$ cat src/sv/oled_controller_byte_interface_top_defines.svh
// Assertion macros for the OLED byte interface.
`ifndef OLED_CONTROLLER_BYTE_INTERFACE_TOP_DEFINES_SVH
`define OLED_CONTROLLER_BYTE_INTERFACE_TOP_DEFINES_SVH

// Same-cycle implication, checked once reset has been released.
`define OLBI_ASSERT_NOW(label, clk, rst_n, ante, cons) \
    label: assert property (@(posedge clk) disable iff (!rst_n) (ante) |-> (cons)) \
        else $error("olbi same-cycle check failed");

// Next-cycle implication, checked once reset has been released.
`define OLBI_ASSERT_NEXT(label, clk, rst_n, ante, cons) \
    label: assert property (@(posedge clk) disable iff (!rst_n) (ante) |=> (cons)) \
        else $error("olbi next-cycle check failed");

`endif

$ cat src/sv/olbi_pkg.sv
package olbi_pkg;

    localparam int STORE_BYTES = 1024;
    localparam int ROW_BYTES   = 128;
    localparam int ADDR_W      = $clog2(STORE_BYTES);
    localparam int ROW_SHIFT   = $clog2(ROW_BYTES);
    localparam int CLR_W       = ADDR_W + 1;
    localparam int QDEPTH      = 4;
    localparam int QPTR_W      = $clog2(QDEPTH);
    localparam int QCNT_W      = QPTR_W + 1;

    // word codes on the input channel
    localparam logic [1:0] CMD_BYTE = 2'd0;
    localparam logic [1:0] CMD_END  = 2'd1;
    localparam logic [1:0] CMD_READ = 2'd2;

    // control bytes seen while idle
    localparam logic [7:0] CTRL_CMD  = 8'h80;
    localparam logic [7:0] CTRL_DATA = 8'h40;

    // controller command bytes
    localparam logic [7:0] OP_COL_LO_FIRST = 8'h00;
    localparam logic [7:0] OP_COL_LO_LAST  = 8'h0f;
    localparam logic [7:0] OP_COL_HI_FIRST = 8'h10;
    localparam logic [7:0] OP_COL_HI_LAST  = 8'h1f;
    localparam logic [7:0] OP_ADDR_MODE    = 8'h20;
    localparam logic [7:0] OP_COL_WIN      = 8'h21;
    localparam logic [7:0] OP_PAGE_WIN     = 8'h22;
    localparam logic [7:0] OP_CONTRAST     = 8'h81;
    localparam logic [7:0] OP_FLASH_OFF    = 8'ha4;
    localparam logic [7:0] OP_FLASH_ON     = 8'ha5;
    localparam logic [7:0] OP_INV_OFF      = 8'ha6;
    localparam logic [7:0] OP_INV_ON       = 8'ha7;
    localparam logic [7:0] OP_MUX_RATIO    = 8'ha8;
    localparam logic [7:0] OP_DCDC         = 8'had;
    localparam logic [7:0] OP_DISP_OFF     = 8'hae;
    localparam logic [7:0] OP_DISP_ON      = 8'haf;
    localparam logic [7:0] OP_PAGE_FIRST   = 8'hb0;
    localparam logic [7:0] OP_PAGE_LAST    = 8'hbf;
    localparam logic [7:0] OP_OFFSET       = 8'hd3;
    localparam logic [7:0] OP_CLK_DIV      = 8'hd5;
    localparam logic [7:0] OP_COLOR        = 8'hd8;
    localparam logic [7:0] OP_PRECHARGE    = 8'hd9;
    localparam logic [7:0] OP_COM_PINS     = 8'hda;
    localparam logic [7:0] OP_VCOMH        = 8'hdb;

    localparam logic [7:0] COL_HI_RESET  = 8'd127;
    localparam logic [7:0] PAGE_HI_RESET = 8'd7;

    typedef enum logic [1:0] {
        MODE_IDLE = 2'd0,
        MODE_DATA = 2'd1,
        MODE_CMD  = 2'd2
    } mode_t;

    typedef enum logic [2:0] {
        ARG_NONE       = 3'd0,
        ARG_SKIP       = 3'd1,
        ARG_COL_START  = 3'd2,
        ARG_COL_END    = 3'd3,
        ARG_PAGE_START = 3'd4,
        ARG_PAGE_END   = 3'd5
    } arg_t;

    typedef struct packed {
        logic [1:0] cmd;
        logic [7:0] byte_value;
        logic [6:0] pixel_x;
        logic [5:0] pixel_y;
    } in_item_t;

    typedef struct packed {
        logic pixel_on;
        logic display_enabled;
    } out_item_t;

    // one memory operation handed from front to back
    typedef struct packed {
        logic              is_read;
        logic [ADDR_W-1:0] addr;
        logic [7:0]        wdata;
        logic [2:0]        bit_sel;
        logic              flash;
        logic              invert;
        logic              enable;
    } mem_op_t;

    typedef struct packed {
        logic not_empty;
        logic full;
    } q_status_t;

    typedef struct packed {
        logic clearing;
    } back_status_t;

endpackage

$ cat src/sv/olbi_front.sv
module olbi_front (
    input  logic               clk,
    input  logic               rst_n,
    input  logic               accept,
    input  olbi_pkg::in_item_t item,
    output logic               push,
    output olbi_pkg::mem_op_t  op
);
    import olbi_pkg::*;

    mode_t      bus_mode_reg, bus_mode_next;
    arg_t       arg_reg, arg_next;
    logic [7:0] col_reg, col_next;
    logic [7:0] page_reg, page_next;
    logic [7:0] col_lo_reg, col_lo_next;
    logic [7:0] col_hi_reg, col_hi_next;
    logic [7:0] page_hi_reg, page_hi_next;
    logic       flash_reg, flash_next;
    logic       invert_reg, invert_next;
    logic       enable_reg, enable_next;

    logic [15:0] ptr_addr;
    logic        addr_ok;
    logic [8:0]  col_inc;
    logic [8:0]  page_inc;
    logic [7:0]  b;

    always_ff @(posedge clk or negedge rst_n)
    begin
        if (!rst_n)
        begin
            bus_mode_reg <= MODE_IDLE;
            arg_reg      <= ARG_NONE;
            col_reg      <= '0;
            page_reg     <= '0;
            col_lo_reg   <= '0;
            col_hi_reg   <= COL_HI_RESET;
            page_hi_reg  <= PAGE_HI_RESET;
            flash_reg    <= 1'b0;
            invert_reg   <= 1'b0;
            enable_reg   <= 1'b0;
        end
        else
        begin
            bus_mode_reg <= bus_mode_next;
            arg_reg      <= arg_next;
            col_reg      <= col_next;
            page_reg     <= page_next;
            col_lo_reg   <= col_lo_next;
            col_hi_reg   <= col_hi_next;
            page_hi_reg  <= page_hi_next;
            flash_reg    <= flash_next;
            invert_reg   <= invert_next;
            enable_reg   <= enable_next;
        end
    end

    // pointer address uses full 8-bit page and column
    assign ptr_addr = (16'(page_reg) << ROW_SHIFT) + 16'(col_reg);
    assign addr_ok  = (ptr_addr < 16'(STORE_BYTES));
    assign b        = item.byte_value;

    always_comb
    begin
        bus_mode_next = bus_mode_reg;
        arg_next      = arg_reg;
        col_next      = col_reg;
        page_next     = page_reg;
        col_lo_next   = col_lo_reg;
        col_hi_next   = col_hi_reg;
        page_hi_next  = page_hi_reg;
        flash_next    = flash_reg;
        invert_next   = invert_reg;
        enable_next   = enable_reg;
        push          = 1'b0;
        op            = '0;
        col_inc       = 9'(col_reg) + 9'd1;
        page_inc      = 9'(page_reg);

        op.flash  = flash_reg;
        op.invert = invert_reg;
        op.enable = enable_reg;

        if (accept)
        begin
            case (item.cmd)
                CMD_BYTE:
                begin
                    case (bus_mode_reg)
                        MODE_DATA:
                        begin
                            push     = addr_ok;
                            op.addr  = ptr_addr[ADDR_W-1:0];
                            op.wdata = b;
                            // advance within the column window, wrap page
                            if (col_inc > 9'(col_hi_reg))
                            begin
                                page_inc = 9'(page_reg) + 9'd1;
                                col_inc  = 9'(col_lo_reg);
                            end
                            if (page_inc > 9'(page_hi_reg))
                            begin
                                page_inc = '0;
                            end
                            col_next  = col_inc[7:0];
                            page_next = page_inc[7:0];
                        end
                        MODE_CMD:
                        begin
                            arg_next = ARG_NONE;
                            case (arg_reg)
                                ARG_COL_START:
                                begin
                                    arg_next    = ARG_COL_END;
                                    col_lo_next = b;
                                    col_next    = b;
                                end
                                ARG_COL_END:    col_hi_next = b;
                                ARG_PAGE_START:
                                begin
                                    arg_next  = ARG_PAGE_END;
                                    page_next = b;
                                end
                                ARG_PAGE_END:   page_hi_next = b;
                                ARG_SKIP:       ;
                                default:
                                begin
                                    // plain command: back to idle
                                    bus_mode_next = MODE_IDLE;
                                    if (b inside {[OP_COL_LO_FIRST:OP_COL_LO_LAST]})
                                    begin
                                        col_next = {col_reg[7:4], b[3:0]};
                                    end
                                    else if (b inside {[OP_COL_HI_FIRST:OP_COL_HI_LAST]})
                                    begin
                                        col_next = {b[3:0], col_reg[3:0]};
                                    end
                                    else if (b inside {[OP_PAGE_FIRST:OP_PAGE_LAST]})
                                    begin
                                        page_next = {5'd0, b[2:0]};
                                    end
                                    else
                                    begin
                                        case (b)
                                            OP_ADDR_MODE, OP_CONTRAST, OP_MUX_RATIO,
                                            OP_DCDC, OP_OFFSET, OP_CLK_DIV, OP_COLOR,
                                            OP_PRECHARGE, OP_COM_PINS, OP_VCOMH:
                                                arg_next = ARG_SKIP;
                                            OP_COL_WIN:   arg_next = ARG_COL_START;
                                            OP_PAGE_WIN:  arg_next = ARG_PAGE_START;
                                            OP_FLASH_OFF: flash_next = 1'b0;
                                            OP_FLASH_ON:  flash_next = 1'b1;
                                            OP_INV_OFF:   invert_next = 1'b0;
                                            OP_INV_ON:    invert_next = 1'b1;
                                            OP_DISP_OFF:  enable_next = 1'b0;
                                            OP_DISP_ON:   enable_next = 1'b1;
                                            default:      ;
                                        endcase
                                    end
                                end
                            endcase
                        end
                        default:
                        begin
                            if (b == CTRL_CMD)
                            begin
                                bus_mode_next = MODE_CMD;
                            end
                            else if (b == CTRL_DATA)
                            begin
                                bus_mode_next = MODE_DATA;
                            end
                        end
                    endcase
                end
                CMD_END:
                begin
                    bus_mode_next = MODE_IDLE;
                end
                CMD_READ:
                begin
                    push       = 1'b1;
                    op.is_read = 1'b1;
                    op.addr    = ADDR_W'({item.pixel_y[5:3], item.pixel_x});
                    op.bit_sel = item.pixel_y[2:0];
                end
                default: ;
            endcase
        end
    end

endmodule

$ cat config.mk
export PLATFORM = sky130hd
export DESIGN_NAME = olbi_front
export DESIGN_NICKNAME = d
export VERILOG_FILES = /design/src/sv/oled_controller_byte_interface_top_defines.svh /design/src/sv/olbi_pkg.sv /design/src/sv/olbi_front.sv
export SDC_FILE = /design/constraint.sdc
export NUM_CORES = 1
export LEC_CHECK = 0
export BUFFER_PORTS_ARGS = -buffer_cell sky130_fd_sc_hd__clkbuf_2
export CORE_UTILIZATION = 50
export DETAILED_ROUTE_END_ITERATION = 6
export PLACE_DENSITY = 0.74
export SYNTH_ARGS = -nofsm -noshare
export SYNTH_HDL_FRONTEND = slang
export SYNTH_SLANG_ARGS = --single-unit
$ cat constraint.sdc
create_clock -name clk -period 3.7 [get_ports clk]
set_input_delay 0.74 -clock clk [delete_from_list [all_inputs] [get_ports clk]]
set_output_delay 0.74 -clock clk [all_outputs]
set_load 0.005 [all_outputs]
==> qor.csv <==
stage,metric,value,unit
clock_tree,clkTransAtPathRegs,100,ps
logic_synthesis,synth_area_leaders,"dfrtp_1 26%, mux2_2 8.3%, ha_1 7.5%",
critical_path,cpMostUsedCell,buf_4,
drt,first_iter_violations,229,
logic_synthesis,synth_sequential_area_ratio,33.0,%
timing,worst_pin_slew,808,ps
critical_path,r2r_start,col_reg[4],
global_routing,overflow,0,
clock_tree,ctsHoldBuffers,0,
global_routing,grt_pass1_wl,16600,um
critical_path,cp.arrival,4230,ps
logic_synthesis,synthesis.area,3680,um2
timing,fin_worst_skew,15.2,ps
logic_synthesis,syn-num-nets,463,
floorplanning,core_area,6940,um2
outcome,violations,setup timing,
clock_tree,ctsHtreeMaxLevel,2,
drt,finalWirelength,11400,um
critical_path,regToRegEndpoint,page_reg[0],
run,cap_violations,0,
clock_tree,clock_latency,320,ps
logic_synthesis,syn_inst,415,
floorplanning,initial_core_util,52.9,%
critical_path,reg2reg_depth,19,
global_routing,grt_pass1_vias,3289,
clock_tree,cts_tree,yes,
outcome,status,finished with violations,
critical_path,crit_path_start_kind,register,
critical_path,crit_slowest_cell,a2111oi_4,
critical_path,r2r_setup_slack,-290,ps
floorplanning,rows,30,
finish,seq_area,1220,um2
critical_path,cp-end-kind,register,
critical_path,cp.required,3940,ps
power,power.leakage,0.00210,uW
logic_synthesis,synth_top_area_share,25.9,%
floorplanning,die_w,87.7,um
finish,fillCellCount,536,
logic_synthesis,synth-edff-count,0,
clock_tree,clock-sinks,48,
floorplanning,ios,52,
logic_synthesis,synth-seq-cells,48,
timing,setup_viol_count_final,8,
power,design_power_total,1990,uW
critical_path,path_cells,"and3_4, and3_4, buf_4, xor2_1, ha_1, nand3_2, buf_6, a211oi_4, buf_4, o2111ai_4, xor2_1, inv_1, ha_4, a2111oi_4, o21ai_2, o22ai_4, buf_4, a32oi_1, o2bb2ai_1",
critical_path,max_stage_delay,410,ps
logic_synthesis,synthArstFlopShare,100,%
placed_design,place.port_buffers,51,
finish,nNetsFinal,527,
global_routing,antenna_found_initial,0,
critical_path,worstSetupPathType,reg2reg,
power,cellPowerDensity,437,nW/um2
clock_tree,root_buffer,clkbuf_8,
critical_path,critPathBufInv,5,
timing,setup_ws,-286,ps
logic_synthesis,yosysWarnings,0,
finish,diodes,0,
clock_tree,numCtsBuffers,5,
power,ir_worst_vdd,0.278,mV
timing,fin_hold_ws,452,ps
placed_design,gp_routability_congestion,0.969,
timing,fmax,251,MHz
logic_synthesis,ys.flop_type,dfrtp_1,
timing,finalSetupTns,-1890,ps
timing,fin_crit,3990,ps
logic_synthesis,ys_types,56,
timing,rsz0062_at_grt,yes,
timing,drv_slew,0,
clock_tree,cts_buffer_depth,2,
drt,dr.pass1.iters,5,
finish,areaGrowthSynthToFinish,23.9,%
timing,period_share,108,%
global_routing,grt_max_degree,27,
finish,multiInputGateArea,2470,um2
critical_path,crit_fanout,3,
drt,ant_nets,0,
global_routing,grt_usage,28.7,%
floorplanning,die-area,7700,um2
drt,drt_drc_violations_left,0,
critical_path,crit_family,compound AO/OA/AOI/OAI gates,
logic_synthesis,syn_area_per_cell,8.86,um2
drt,vias,3639,
drt,wl_per_cell,19.9,um
floorplanning,die_h,87.7,um
finish,drive_gt1_share,36.3,%
timing,slew_headroom,45.7,%
placed_design,dpl.hpwl,7350,um
timing,hold_viol,0,
drt,via_per_inst,6.32,
logic_synthesis,yosysTopAreaCell,dfrtp_1,
hold_path,hold_path_class,in2async,
## placed cells by master (no fill, tap or decap), types with 10 or more instances in the layout
cell type / instances
clkbuf_2: 51
buf_4: 31
and3_1: 22
dfrtp_1: 36
nand2_1: 30
nor2_1: 32
inv_1: 28
ha_1: 18
a21oi_1: 26
dfstp_2: 10
mux2i_1: 11
nand3_1: 10
mux2_2: 27
## cells by family after synthesis
family          Yosys count  synth area share (%)
compound gates           97                  18.5
buf+inv                  57                  6.64
flops                    48                  33.0
fa+ha+maj                22                  7.49
mux                      38                  11.3
simple gates            136                  19.0
xor+xnor                 17                  4.05
## per-layer routing
metal  track usage [%]  routed length, um  share of wire, %  vias to the layer above
met5                 0                  0                 0                        -
li1                  -                  -                 -                     1627
met4              13.4                640               5.6                        0
met2              48.1               5540                48                      183
met3              5.00                687               6.0                       59
met1              36.0               4580                40                     1770
## worst register-to-register path, stage by stage, from the launching register on
cell and delay (ps):
dfrtp_1 390, and3_4 190, and3_4 190, buf_4 130
xor2_1 160, ha_1 310, nand3_2 100, buf_6 150
a211oi_4 230, buf_4 160, o2111ai_4 110, xor2_1 220
inv_1 110, ha_4 270, a2111oi_4 410, o21ai_2 130
o22ai_4 250, buf_4 160, a32oi_1 100, o2bb2ai_1 140
## per-stage QoR
| stage | cell area, um2 | utilization, % | worst slack (ps) | std cells |
|---|---|---|---|---|
| after floorplan | 3680 | - | 9.52 | 415 |
| after CTS | 4370 | 62.9 | -4.38 | 568 |
| final | 4560 | 65.6 | -286 | 576 |
| after detailed placement | 4060 | 58.5 | -135 | 552 |
| after global placement | 4060 | 58.5 | 35.7 | 552 |
| after global routing | 4560 | 65.6 | -380 | 576 |
## cell usage after synthesis (5+ instances only)
cell type  count
a21oi_1       29
a22oi_1        5
and3_1        23
clkbuf_1      21
dfrtp_1       38
dfstp_2       10
ha_1          22
inv_1         28
mux2_2        27
mux2i_1       11
nand2_1       30
nand3_1       12
nor2_1        33
nor2b_1        6
nor3_1         6
o2111ai_1      6
o21ai_0       11
o22ai_1        6
xnor2_1        8
xor2_1         9
## worst max path at each step
stage	startpoint	endpoint	slack [ps]	cells after the start
6_report	col_reg[4]	page_reg[0]	-290	19
5_1_grt	col_reg[4]	page_reg[1]	-380	19
4_1_cts	col_reg[3]	page_reg[0]	-4	18
3_5_place_dp	col_reg[1]	page_reg[4]	-130	16
3_3_place_gp	col_reg[3]	page_reg[3]	40	18
2_1_floorplan	col_reg[2]	page_reg[3]	10	18
## cell type report
cell class                 instances  area share (%)
multi-input combinational        310            54.1
timing repair buffer              86            11.7
sequential                        48            26.7
tap                               96            2.64
clock buffer                       5            1.51
inverter                          28            2.31
clock inverter                     3            1.02
## repair_timing
item | in CTS | in global routing
gates cloned | 0 | 0
setup buffers | 8 | 9
pin swaps | 18 | 24
resized for setup | 23 | 23
endpoints found under the setup margin | 8 | 8
## report_power, final
group	switching, uW	total [uW]	internal [uW]
combinational	493	920	427
clock	197	400	204
sequential	104	672	568
Note: power is estimated with default switching activity, not from simulation.
