<file path="config.mk">
export PLATFORM = sky130hd
export DESIGN_NAME = olbi_queue
export DESIGN_NICKNAME = d
export VERILOG_FILES = /design/src/sv/oled_controller_byte_interface_top_defines.svh /design/src/sv/olbi_pkg.sv /design/src/sv/olbi_queue.sv
export SDC_FILE = /design/constraint.sdc
export NUM_CORES = 1
export LEC_CHECK = 0
export BUFFER_PORTS_ARGS = -buffer_cell sky130_fd_sc_hd__buf_4
export CAP_MARGIN = 40
export CORE_UTILIZATION = 50
export CTS_CLUSTER_SIZE = 28
export DETAILED_ROUTE_END_ITERATION = 8
export PLACE_DENSITY = 0.71
export RECOVER_POWER = 50
export SLEW_MARGIN = 10
export SYNTH_ARGS = -nofsm -noshare
export SYNTH_HDL_FRONTEND = slang
export SYNTH_SLANG_ARGS = --single-unit
</file>
<file path="constraint.sdc">
create_clock -name clk -period 5 [get_ports clk]
set_input_delay 0 -clock clk [delete_from_list [all_inputs] [get_ports clk]]
set_output_delay 0 -clock clk [all_outputs]
set_load 0.01 [all_outputs]
</file>
<file path="src/sv/oled_controller_byte_interface_top_defines.svh">
// Assertion macros for the OLED byte interface.
`ifndef OLED_CONTROLLER_BYTE_INTERFACE_TOP_DEFINES_SVH
`define OLED_CONTROLLER_BYTE_INTERFACE_TOP_DEFINES_SVH

// Same-cycle implication, checked once reset has been released.
`define OLBI_ASSERT_NOW(label, clk, rst_n, ante, cons) \
    label: assert property (@(posedge clk) disable iff (!rst_n) (ante) |-> (cons)) \
        else $error("olbi same-cycle check failed");

// Next-cycle implication, checked once reset has been released.
`define OLBI_ASSERT_NEXT(label, clk, rst_n, ante, cons) \
    label: assert property (@(posedge clk) disable iff (!rst_n) (ante) |=> (cons)) \
        else $error("olbi next-cycle check failed");

`endif

</file>
<file path="src/sv/olbi_pkg.sv">
package olbi_pkg;

    localparam int STORE_BYTES = 1024;
    localparam int ROW_BYTES   = 128;
    localparam int ADDR_W      = $clog2(STORE_BYTES);
    localparam int ROW_SHIFT   = $clog2(ROW_BYTES);
    localparam int CLR_W       = ADDR_W + 1;
    localparam int QDEPTH      = 4;
    localparam int QPTR_W      = $clog2(QDEPTH);
    localparam int QCNT_W      = QPTR_W + 1;

    // word codes on the input channel
    localparam logic [1:0] CMD_BYTE = 2'd0;
    localparam logic [1:0] CMD_END  = 2'd1;
    localparam logic [1:0] CMD_READ = 2'd2;

    // control bytes seen while idle
    localparam logic [7:0] CTRL_CMD  = 8'h80;
    localparam logic [7:0] CTRL_DATA = 8'h40;

    // controller command bytes
    localparam logic [7:0] OP_COL_LO_FIRST = 8'h00;
    localparam logic [7:0] OP_COL_LO_LAST  = 8'h0f;
    localparam logic [7:0] OP_COL_HI_FIRST = 8'h10;
    localparam logic [7:0] OP_COL_HI_LAST  = 8'h1f;
    localparam logic [7:0] OP_ADDR_MODE    = 8'h20;
    localparam logic [7:0] OP_COL_WIN      = 8'h21;
    localparam logic [7:0] OP_PAGE_WIN     = 8'h22;
    localparam logic [7:0] OP_CONTRAST     = 8'h81;
    localparam logic [7:0] OP_FLASH_OFF    = 8'ha4;
    localparam logic [7:0] OP_FLASH_ON     = 8'ha5;
    localparam logic [7:0] OP_INV_OFF      = 8'ha6;
    localparam logic [7:0] OP_INV_ON       = 8'ha7;
    localparam logic [7:0] OP_MUX_RATIO    = 8'ha8;
    localparam logic [7:0] OP_DCDC         = 8'had;
    localparam logic [7:0] OP_DISP_OFF     = 8'hae;
    localparam logic [7:0] OP_DISP_ON      = 8'haf;
    localparam logic [7:0] OP_PAGE_FIRST   = 8'hb0;
    localparam logic [7:0] OP_PAGE_LAST    = 8'hbf;
    localparam logic [7:0] OP_OFFSET       = 8'hd3;
    localparam logic [7:0] OP_CLK_DIV      = 8'hd5;
    localparam logic [7:0] OP_COLOR        = 8'hd8;
    localparam logic [7:0] OP_PRECHARGE    = 8'hd9;
    localparam logic [7:0] OP_COM_PINS     = 8'hda;
    localparam logic [7:0] OP_VCOMH        = 8'hdb;

    localparam logic [7:0] COL_HI_RESET  = 8'd127;
    localparam logic [7:0] PAGE_HI_RESET = 8'd7;

    typedef enum logic [1:0] {
        MODE_IDLE = 2'd0,
        MODE_DATA = 2'd1,
        MODE_CMD  = 2'd2
    } mode_t;

    typedef enum logic [2:0] {
        ARG_NONE       = 3'd0,
        ARG_SKIP       = 3'd1,
        ARG_COL_START  = 3'd2,
        ARG_COL_END    = 3'd3,
        ARG_PAGE_START = 3'd4,
        ARG_PAGE_END   = 3'd5
    } arg_t;

    typedef struct packed {
        logic [1:0] cmd;
        logic [7:0] byte_value;
        logic [6:0] pixel_x;
        logic [5:0] pixel_y;
    } in_item_t;

    typedef struct packed {
        logic pixel_on;
        logic display_enabled;
    } out_item_t;

    // one memory operation handed from front to back
    typedef struct packed {
        logic              is_read;
        logic [ADDR_W-1:0] addr;
        logic [7:0]        wdata;
        logic [2:0]        bit_sel;
        logic              flash;
        logic              invert;
        logic              enable;
    } mem_op_t;

    typedef struct packed {
        logic not_empty;
        logic full;
    } q_status_t;

    typedef struct packed {
        logic clearing;
    } back_status_t;

endpackage

</file>
<file path="src/sv/olbi_queue.sv">
module olbi_queue (
    input  logic                clk,
    input  logic                rst_n,
    input  logic                push,
    input  olbi_pkg::mem_op_t   push_op,
    input  logic                pop,
    output olbi_pkg::mem_op_t   head,
    output olbi_pkg::q_status_t status
);
    import olbi_pkg::*;

    mem_op_t            entry_reg [QDEPTH];
    logic [QPTR_W-1:0]  wr_ptr_reg, wr_ptr_next;
    logic [QPTR_W-1:0]  rd_ptr_reg, rd_ptr_next;
    logic [QCNT_W-1:0]  count_reg, count_next;

    always_ff @(posedge clk)
    begin
        if (push)
        begin
            entry_reg[wr_ptr_reg] <= push_op;
        end
    end

    always_ff @(posedge clk or negedge rst_n)
    begin
        if (!rst_n)
        begin
            wr_ptr_reg <= '0;
            rd_ptr_reg <= '0;
            count_reg  <= '0;
        end
        else
        begin
            wr_ptr_reg <= wr_ptr_next;
            rd_ptr_reg <= rd_ptr_next;
            count_reg  <= count_next;
        end
    end

    always_comb
    begin
        wr_ptr_next = push ? wr_ptr_reg + QPTR_W'(1) : wr_ptr_reg;
        rd_ptr_next = pop  ? rd_ptr_reg + QPTR_W'(1) : rd_ptr_reg;
        count_next  = count_reg + QCNT_W'(push) - QCNT_W'(pop);
    end

    assign head             = entry_reg[rd_ptr_reg];
    assign status.not_empty = (count_reg != '0);
    assign status.full      = (count_reg == QCNT_W'(QDEPTH));

endmodule

</file>
==> metrics.md, run 1 <==
| Metric | Value |
|---|---|
| Outcome | `complete, no violations` |
| Final TNS setup | `0 ns` |
| Most instantiated library cell after synthesis | `edfxtp_1` |
| Dominant cells by area after synthesis | `edfxtp_1, mux4_2, mux4_1, dfrtp_1, ha_1` |
| Vias per cell | `5.27` |
| Port bufs | `55` |
| Multiplexer fraction of the synthesized cell area | `0.146` |
| Count of clock tree sinks | `107` |
| Data arrival, critical path | `2.05 ns` |
| Sequential fraction of the synthesis area | `0.786` |
| Post-layout instance count excluding filler cells | `367` |
| Congestion Overflow GR | `0` |
| Required arrival time at the worst endpoint | `5.00 ns` |
| Slew Viols, Final | `0` |
| Leakage power | `1.72 nW` |
| Post-route antenna net violation count | `0` |
| Synth unique cells | `17` |
| Post-synth top flop | `edfxtp_1` |
| Highest clock frequency the design can meet | `0.488 GHz` |
| Syn-to-layout area delta | `22.2%` |
| Highest net fanout along the worst path | `20` |
| Cells after DPL | `322` |
| Worst setup path startpoint | `rd_ptr_reg[0]$_DFFE_PN0P_` |
| Clk pin slew, worst setup/hold paths | `0.10 ns` |
| Max Cap Violations | `0` |
| Simple logic cell fraction of the synthesized area | `0.0111` |
| Drc violations | `0` |
| All-Layer GR Usage | `0.172` |
| RSZ-0062 raised after global routing | `no` |
| Io pins | `56` |
| Starting Density | `0.521` |
| CORE AREA | `0.00777 sq mm` |
| Cell Int Power | `1.82 mW` |
| Synthesized netlist net count | `201` |
| Master of the slowest instance on the critical path | `dfrtp_1` |
| Remaining max-slew budget at the tightest pin | `0.431` |
| Mean post-synth cell area | `24.5 sq um` |
| Sequential fraction of design power | `0.490` |
| Worst reg2reg startpoint | `wr_ptr_reg[0]$_DFFE_PN0P_` |
| Chip Width | `91.9 microns` |
| First-pass GRT wire length | `10.3 mm` |
| Clock Power Share | `0.184` |
| Maximum root-to-sink buffer count | `2` |
| Worst skew pair latency | `0.36 ns` |
| Synth warnings | `0` |
| Pin slew with the least headroom to its limit | `0.853 ns` |
| Crit path capture | `head[3]` |
| Detailed-route wire length | `6.57 mm` |
| Antenna Cells | `0` |
| Final Net Count | `296` |
| Setup slack of the critical path after layout | `2.95 ns` |
| Net switching fraction of the power | `0.296` |
| Place WS | `3.13 ns` |
| Post-DP HPWL | `4.02 mm` |
| Hold Path Class | `primary input to register` |
| First drt pass iteration count | `4` |
| DR vias | `1935` |
| Worst-case vdd ir drop | `0.289 mV` |
| Peak per-stage delay on the critical path | `0.65 ns` |
| TritonCTS clock tree | `yes` |
| Combinational power share | `0.327` |
| Number of cell rows | `32` |
| Post-synthesis compound-gate area fraction | `0.00124` |
| Leading area contributor after synthesis | `edfxtp_1` |
| Count of H-tree levels built during CTS | `3` |
| Worst r2r dst | `entry_reg[3][6]$_DFFE_PP_` |
| Reg2Reg Depth | `3` |
| DIE HEIGHT | `91.9 microns` |
| Post-synth top area share | `0.742` |
| Cell-by-cell listing of the critical path | `buf_12 -> mux4_1 -> buf_4` |
| PwrDens | `522 mW/mm^2` |
| XOR/XNOR Fraction of Synth Area | `0.0108` |
| Detailed router's first-iteration violation count | `88` |
| Number of instances in the synthesized netlist | `165` |
| Flip-flop count of the largest register after layout | `100` |
| Number of antenna violations at the first check in global routing | `0` |
| Average wire length per cell after detail routing | `17.9 microns` |
| Net switching power | `763 uW` |
| Final hold violation count | `0` |
| Via count of the first global-routing pass | `1988` |
| Root cell of the clock tree | `clkbuf_8` |
| Number of failing setup endpoints in the final timing report | `0` |
| CP endpoint kind | `primary output` |
| Share of layout cells above drive strength 1 | `0.257` |
| Post-route minimum period | `2.05 ns` |
| Largest net degree at the start of global routing | `26` |
| Combinational family with the most area after synthesis | `multiplexers` |
| Worst-case clock skew | `0.00606 ns` |
| Last weighted congestion value of the routability-driven placer | `0.654` |
| Final period utilization | `0.410` |
| Die area | `0.00845 sq mm` |
| Slack of the worst reg-to-reg path | `3.04 ns` |
| Number of buffers created by CTS | `9` |
| Post-synthesis adder-cell area fraction | `0.0235` |
| Synthesis-stage register bit count | `107` |
| Path type of the worst setup path | `register to primary output` |
| Fill cells | `576` |
| Final core utilization | `0.636` |
| Number of flops mapped to enable cells by yosys | `100` |
| Postcts setup bufs | `0` |
| Most instantiated cells after synthesis | `edfxtp_1, mux4_2, dfrtp_1, mux4_1` |
| Asr flop ratio synth | `0.0654` |
| Post-Syn Area | `0.00405 sq mm` |
| Startpoint Class | `register` |
power groups by stage:
| stage | sequential, mW | clock (mW) | combinational, mW |
|---|---|---|---|
| 6_report | 1.26 | 0.474 | 0.843 |
| 5_1_grt | 1.28 | 0.520 | 0.913 |
| 4_1_cts | 1.27 | 0.486 | 0.874 |
| 3_5_place_dp | 1.29 | 0 | 0.852 |
| 3_3_place_gp | 1.32 | 0 | 0.778 |
| 2_1_floorplan | 1.23 | 0 | 0.569 |
layout by cell type (no fill, tap or decap), drive strengths merged:
cell type	n
and3	1
dlygate4sd3	29
edfxtp	100
xor2	3
mux4	25
clkinvlp	1
inv	8
and2	4
clkbuf	37
clkinv	4
buf	33
nand2	2
ha	6
dfrtp	7
o21ai	1
fa	1
xnor2	2
or3	1
cells by family after synthesis:
group | Yosys count
DFF | 107
muxes | 25
buffers and inverters | 12
and+or+nand+nor | 8
adders and majority gates | 7
xor gates and xnor gates | 5
AOI/OAI and AO/OA | 1
metal layers:
| metal | track usage | up-vias | routed length [microns] |
|---|---|---|---|
| li1 | - | 871 | - |
| met1 | 0.235 | 1000 | 2980 |
| met2 | 0.271 | 53 | 3200 |
| met3 | 0.0307 | 11 | 255 |
| met4 | 0.0859 | 0 | 142 |
| met5 | 0 | - | 0 |
critical path, delay by kind of cell, from the launching register on:
family,cells,cell delay (ns)
flops,1,0.65
mux,1,0.60
buf+inv,2,0.43
stage by stage:
| step | total power, mW | cell area (sq um) | hold WS [ns] |
|---|---|---|---|
| 5_1_grt | 2.71 | 4940 | 0.382 |
| 3_3_place_gp | 2.10 | 4560 | -0.183 |
| 3_5_place_dp | 2.14 | 4580 | -0.183 |
| 6_report | 2.58 | 4940 | 0.366 |
| 4_1_cts | 2.63 | 5040 | 0.352 |
| 2_1_floorplan | 1.80 | 4050 | -0.296 |
worst min-delay path by stage:
| stage | slack [ns] | cells past startpoint | end | start |
|---|---|---|---|---|
| after floorplan | -0.30 | 0 | count_reg[0]$_DFF_PN0_ | rst_n |
| after global placement | -0.18 | 1 | count_reg[0]$_DFF_PN0_ | rst_n |
| after detailed placement | -0.18 | 1 | count_reg[0]$_DFF_PN0_ | rst_n |
| after CTS | 0.35 | 3 | rd_ptr_reg[0]$_DFFE_PN0P_ | pop |
| after global routing | 0.38 | 3 | rd_ptr_reg[0]$_DFFE_PN0P_ | pop |
| final | 0.37 | 3 | rd_ptr_reg[0]$_DFFE_PN0P_ | pop |
cell type report:
cell class / instances / area (sq um) / area share
clock inverters: 7 / 52.6 / 0.0106
clock buffers: 9 / 124 / 0.0251
inverters: 6 / 22.5 / 0.00456
well taps: 102 / 128 / 0.0258
flip-flops and latches: 107 / 3180 / 0.643
repair buffers: 90 / 659 / 0.133
multi-input cells: 46 / 778 / 0.157
what timing repair did:
| action | CTS | global route |
|---|---|---|
| resized for setup | 0 | 0 |
| hold buffers | 29 | 0 |
| hold endpoints to repair | 112 | 0 |
Power figures use the tool's default switching activity.
==> run 2, diff against run 1 <==
PLACE_DENSITY = 0.74   (was 0.71)
clock period = 1.8 ns   (was 5 ns; I/O delays follow)
==> metrics.md, run 2 (same netlist as run 1, synthesis figures left out) <==
| Metric | Value |
|---|---|
| Clk pin slew, worst setup/hold paths | `0.09 ns` |
| Detailed-route wire length | `6.60 mm` |
| TritonCTS clock tree | `yes` |
| Worst-case clock skew | `0.00757 ns` |
| Last weighted congestion value of the routability-driven placer | `0.692` |
| Count of clock tree sinks | `107` |
| Final Net Count | `300` |
| Number of buffers created by CTS | `9` |
| Maximum root-to-sink buffer count | `2` |
| Largest net degree at the start of global routing | `23` |
| Via count of the first global-routing pass | `2050` |
| Number of antenna violations at the first check in global routing | `0` |
| Highest net fanout along the worst path | `14` |
| Hold Path Class | `primary input to register` |
| Slew Viols, Final | `0` |
| Most frequent cells in the layout | `edfxtp_1, buf_4, dlygate4sd3_1, clkbuf_1, mux4_2` |
| Vias per cell | `5.15` |
| RSZ-0062 raised after global routing | `no` |
| Master of the slowest instance on the critical path | `mux4_2` |
| Number of cell rows | `32` |
| PwrDens | `1490 mW/mm^2` |
| Commonest non-fill, non-tap cell in the layout | `edfxtp_1` |
| Syn-to-layout area delta | `25.1%` |
| Highest clock frequency the design can meet | `0.591 GHz` |
| Count of H-tree levels built during CTS | `3` |
| Pin slew with the least headroom to its limit | `0.487 ns` |
| Leakage power | `1.77 nW` |
| Kind of cell adding the most delay to the critical path | `multiplexers` |
| Share of layout cells above drive strength 1 | `0.268` |
| First-pass GRT wire length | `10.4 mm` |
| Worst skew pair latency | `0.35 ns` |
| Post-route minimum period | `1.69 ns` |
| First drt pass iteration count | `4` |
| Die area | `0.00845 sq mm` |
| Fill cells | `562` |
| Drc violations | `0` |
| DR vias | `1909` |
| Antenna Cells | `0` |
| Worst-case vdd ir drop | `0.850 mV` |
| Post-DP HPWL | `4.13 mm` |
| Crit path buf inv count | `2` |
| Average wire length per cell after detail routing | `17.8 microns` |
| All-Layer GR Usage | `0.172` |
| Cell-by-cell listing of the critical path | `buf_6 -> mux4_2 -> buf_4` |
| Remaining max-slew budget at the tightest pin | `0.675` |
| Final hold violation count | `0` |
| Final period utilization | `0.940` |
| Final TNS setup | `0 ns` |
| Detailed router's first-iteration violation count | `66` |
| Total Power Consumption | `7.53 mW` |
| Data arrival, critical path | `1.69 ns` |
| Path type of the worst setup path | `register to primary output` |
| CORE AREA | `0.00777 sq mm` |
| Slack of the worst reg-to-reg path | `0.28 ns` |
| Max Cap Violations | `0` |
| CP endpoint kind | `primary output` |
| DIE HEIGHT | `91.9 microns` |
| Startpoint Class | `register` |
| Root cell of the clock tree | `clkbuf_8` |
| Peak per-stage delay on the critical path | `0.55 ns` |
| Flip-flop count of the largest register after layout | `100` |
| Required arrival time at the worst endpoint | `1.80 ns` |
| Port bufs | `55` |
| Starting Density | `0.521` |
| Chip Width | `91.9 microns` |
| Outcome | `complete, no violations` |
| Number of failing setup endpoints in the final timing report | `0` |
| Post-route antenna net violation count | `0` |
| Congestion Overflow GR | `0` |
| Io pins | `56` |
==> run 2: cell type report <==
| type | count | area, sq um | area share |
|---|---|---|---|
| flip-flops and latches | 107 | 3180 | 0.628 |
| repair buffers | 94 | 734 | 0.145 |
| clock inverters | 6 | 88.8 | 0.0176 |
| clock buffers | 10 | 128 | 0.0252 |
| well taps | 102 | 128 | 0.0252 |
| inverters | 6 | 22.5 | 0.00445 |
| multi-input cells | 46 | 778 | 0.154 |
==> run 2: stage by stage <==
step                      instances  hold slack [ns]  instance area, sq um   util  setup slack [ns]
after global routing            371            0.408                  5060  0.651            0.0376
after CTS                       371            0.367                  5160  0.664            0.0683
after global placement          326           -0.184                  4650  0.598             0.352
after floorplan                 165           -0.296                  4050      -             0.163
final                           371            0.395                  5060  0.651             0.108
after detailed placement        326           -0.181                  4650  0.598             0.314
==> run 2: worst paths after layout <==
check / depth (start not counted) / from / to
min in group asynchronous: 3 / rst_n / count_reg[1]$_DFF_PN0_
max in group asynchronous: 3 / rst_n / rd_ptr_reg[0]$_DFFE_PN0P_
worst min register to register: 1 / wr_ptr_reg[0]$_DFFE_PN0P_ / wr_ptr_reg[0]$_DFFE_PN0P_
worst max-delay path: 3 / rd_ptr_reg[0]$_DFFE_PN0P_ / head[17]
worst min-delay path: 3 / pop / rd_ptr_reg[0]$_DFFE_PN0P_
worst max register to register: 3 / wr_ptr_reg[0]$_DFFE_PN0P_ / entry_reg[3][18]$_DFFE_PP_
==> run 2: layer usage <==
metal	vias up	share of wire	global-route usage
met5	-	0	0
met4	0	0.017	0.0755
met3	11	0.036	0.0290
met2	52	0.52	0.297
met1	966	0.43	0.217
li1	880	-	-
==> run 2: timing repair <==
action	4_1_cts	5_1_grt
setup buffers	0	0
setup endpoints to repair	4	0
hold buffers	29	0
endpoints found under the hold margin	112	0
resized for setup	1	0
==> run 2: worst min-delay path, stage by stage <==
cell and delay [ns]:
dlygate4sd3_1 0.53, buf_4 0.12, xor2_1 0.05
==> run 2: power by group <==
group | internal (mW) | leakage (nW) | switching [mW]
clock network | 0.787 | 0.105 | 0.760
logic | 1.37 | 0.668 | 1.16
registers | 3.27 | 1.00 | 0.178
total | 5.43 | 1.77 | 2.10
==> run 3, diff against run 2 <==
PLACE_DENSITY = 0.71   (was 0.74)
clock period = 2.1 ns   (was 1.8 ns; I/O delays follow)
==> metrics.md, run 3 (same netlist as run 1, synthesis figures left out) <==
| Metric | Value |
|---|---|
| Number of failing setup endpoints in the final timing report | `0` |
| Final hold violation count | `0` |
| Outcome | `complete, no violations` |
| Max Cap Violations | `0` |
| Number of buffers created by CTS | `9` |
| Starting Density | `0.521` |
| Highest clock frequency the design can meet | `0.581 GHz` |
| Drc violations | `0` |
| Antenna Cells | `0` |
| Place WS | `0.606 ns` |
| Detailed-route wire length | `6.30 mm` |
| CP endpoint kind | `primary output` |
| Setup slack of the critical path after layout | `0.378 ns` |
| Fill cells | `568` |
| Detailed router's first-iteration violation count | `117` |
| Number of cell rows | `32` |
| Post-route antenna net violation count | `0` |
| All-Layer GR Usage | `0.165` |
| Average wire length per cell after detail routing | `17.1 microns` |
| Largest net degree at the start of global routing | `26` |
| Startpoint Class | `register` |
| Vias per cell | `5.15` |
| Flip-flop count of the largest register after layout | `100` |
| Final Net Count | `297` |
| Highest net fanout along the worst path | `12` |
| Resized Gates After CTS | `0` |
| RSZ-0062 raised after global routing | `no` |
| Post-route minimum period | `1.72 ns` |
| Hold Path Class | `primary input to register` |
| Worst skew pair latency | `0.36 ns` |
| Area of all placed cells without fillers | `0.00499 sq mm` |
| Die area | `0.00845 sq mm` |
| Placed cell area | `0.00461 sq mm` |
| Syn-to-layout area delta | `23.5%` |
| First drt pass iteration count | `4` |
| Worst-case clock skew | `0.0113 ns` |
| Leakage power | `1.73 nW` |
| Via count of the first global-routing pass | `1991` |
| Chip Width | `91.9 microns` |
| First-pass GRT wire length | `10.1 mm` |
| Final period utilization | `0.820` |
| Slew Viols, Final | `0` |
| Root cell of the clock tree | `clkbuf_8` |
| Worst-case vdd ir drop | `0.710 mV` |
| Most frequent cells in the layout | `edfxtp_1, buf_4, dlygate4sd3_1, clkbuf_1, mux4_2` |
| Last weighted congestion value of the routability-driven placer | `0.673` |
| Path type of the worst setup path | `register to primary output` |
| TritonCTS clock tree | `yes` |
| Remaining max-slew budget at the tightest pin | `0.508` |
| Count of clock tree sinks | `107` |
| Port bufs | `55` |
| Post-DP HPWL | `3.85 mm` |
| PwrDens | `1260 mW/mm^2` |
| Maximum root-to-sink buffer count | `2` |
| Congestion Overflow GR | `0` |
| CORE AREA | `0.00777 sq mm` |
| Final TNS setup | `0 ns` |
| Data arrival, critical path | `1.72 ns` |
| Io pins | `56` |
| DIE HEIGHT | `91.9 microns` |
| Pin slew with the least headroom to its limit | `0.738 ns` |
| Number of antenna violations at the first check in global routing | `0` |
| Commonest non-fill, non-tap cell in the layout | `edfxtp_1` |
| Count of H-tree levels built during CTS | `3` |
| Clk pin slew, worst setup/hold paths | `0.09 ns` |
| DR vias | `1896` |
| Share of layout cells above drive strength 1 | `0.259` |
| Required arrival time at the worst endpoint | `2.10 ns` |
run 3: cell types whose count changed in the layout (fill, tap and decap cells not counted):
| cell | previous run | this run |
|---|---|---|
| buf_6 | 1 | 0 |
| clkinv_4 | 1 | 0 |
| and2_0 | 2 | 1 |
| inv_6 | 1 | 2 |
| buf_4 | 33 | 30 |
| clkbuf_2 | 0 | 1 |
| and2_1 | 2 | 3 |
| buf_12 | 4 | 3 |
| bufinv_16 | 2 | 1 |
| clkinvlp_4 | 1 | 3 |
run 3: final timing paths:
path / start / slack, ns / endpoint / depth (start not counted)
hold reg to reg: wr_ptr_reg[0]$_DFFE_PN0P_ / 0.54 / wr_ptr_reg[0]$_DFFE_PN0P_ / 1
hold / removal: pop / 0.38 / rd_ptr_reg[0]$_DFFE_PN0P_ / 3
min in group asynchronous: rst_n / 0.62 / count_reg[2]$_DFF_PN0_ / 3
setup / recovery: rd_ptr_reg[0]$_DFFE_PN0P_ / 0.38 / head[16] / 3
setup reg to reg: wr_ptr_reg[1]$_DFFE_PN0P_ / 0.41 / entry_reg[1][17]$_DFFE_PP_ / 4
max in group asynchronous: rst_n / 1.21 / rd_ptr_reg[0]$_DFFE_PN0P_ / 3
run 3: repair_timing:
action | in CTS | in global routing
hold buffers | 29 | 0
endpoints found under the hold margin | 112 | 0
buffers inserted | 0 | 0
run 3: layout make-up:
| type | count | area [sq um] | share of cell area |
|---|---|---|---|
| timing repair buffer | 91 | 689 | 0.138 |
| clock buffer | 9 | 124 | 0.0248 |
| clock inverter | 7 | 73.8 | 0.0148 |
| tap | 102 | 128 | 0.0256 |
| multi-input combinational | 46 | 778 | 0.156 |
| sequential | 107 | 3180 | 0.637 |
| inverter | 6 | 22.5 | 0.00451 |
run 3: layer usage:
metal / track usage / vias to the layer above / wire length, microns
met5: 0 / - / 0
met2: 0.264 / 45 / 3100
met1: 0.219 / 970 / 2830
li1: - / 870 / -
met4: 0.0859 / 0 / 146
met3: 0.0290 / 11 / 209
run 3: critical path: stages, from the launching register on:
cell and delay, ns:
dfrtp_2 0.39, buf_4 0.25, mux4_2 0.55, buf_4 0.16
run 3: report_power, final:
group / total, mW / internal [mW] / switching [mW]
combinational: 2.10 / 1.12 / 0.973
clock: 1.23 / 0.555 / 0.677
sequential: 2.96 / 2.81 / 0.149
run 3: through the flow:
step / total power [mW] / util / hold slack, ns / std cells
after global placement: 5.09 / 0.594 / -0.182 / 323
final: 6.28 / 0.643 / 0.382 / 368
after detailed placement: 5.14 / 0.594 / -0.180 / 323
after CTS: 6.40 / 0.656 / 0.361 / 368
after global routing: 6.58 / 0.643 / 0.376 / 368
after floorplan: 4.29 / - / -0.296 / 165
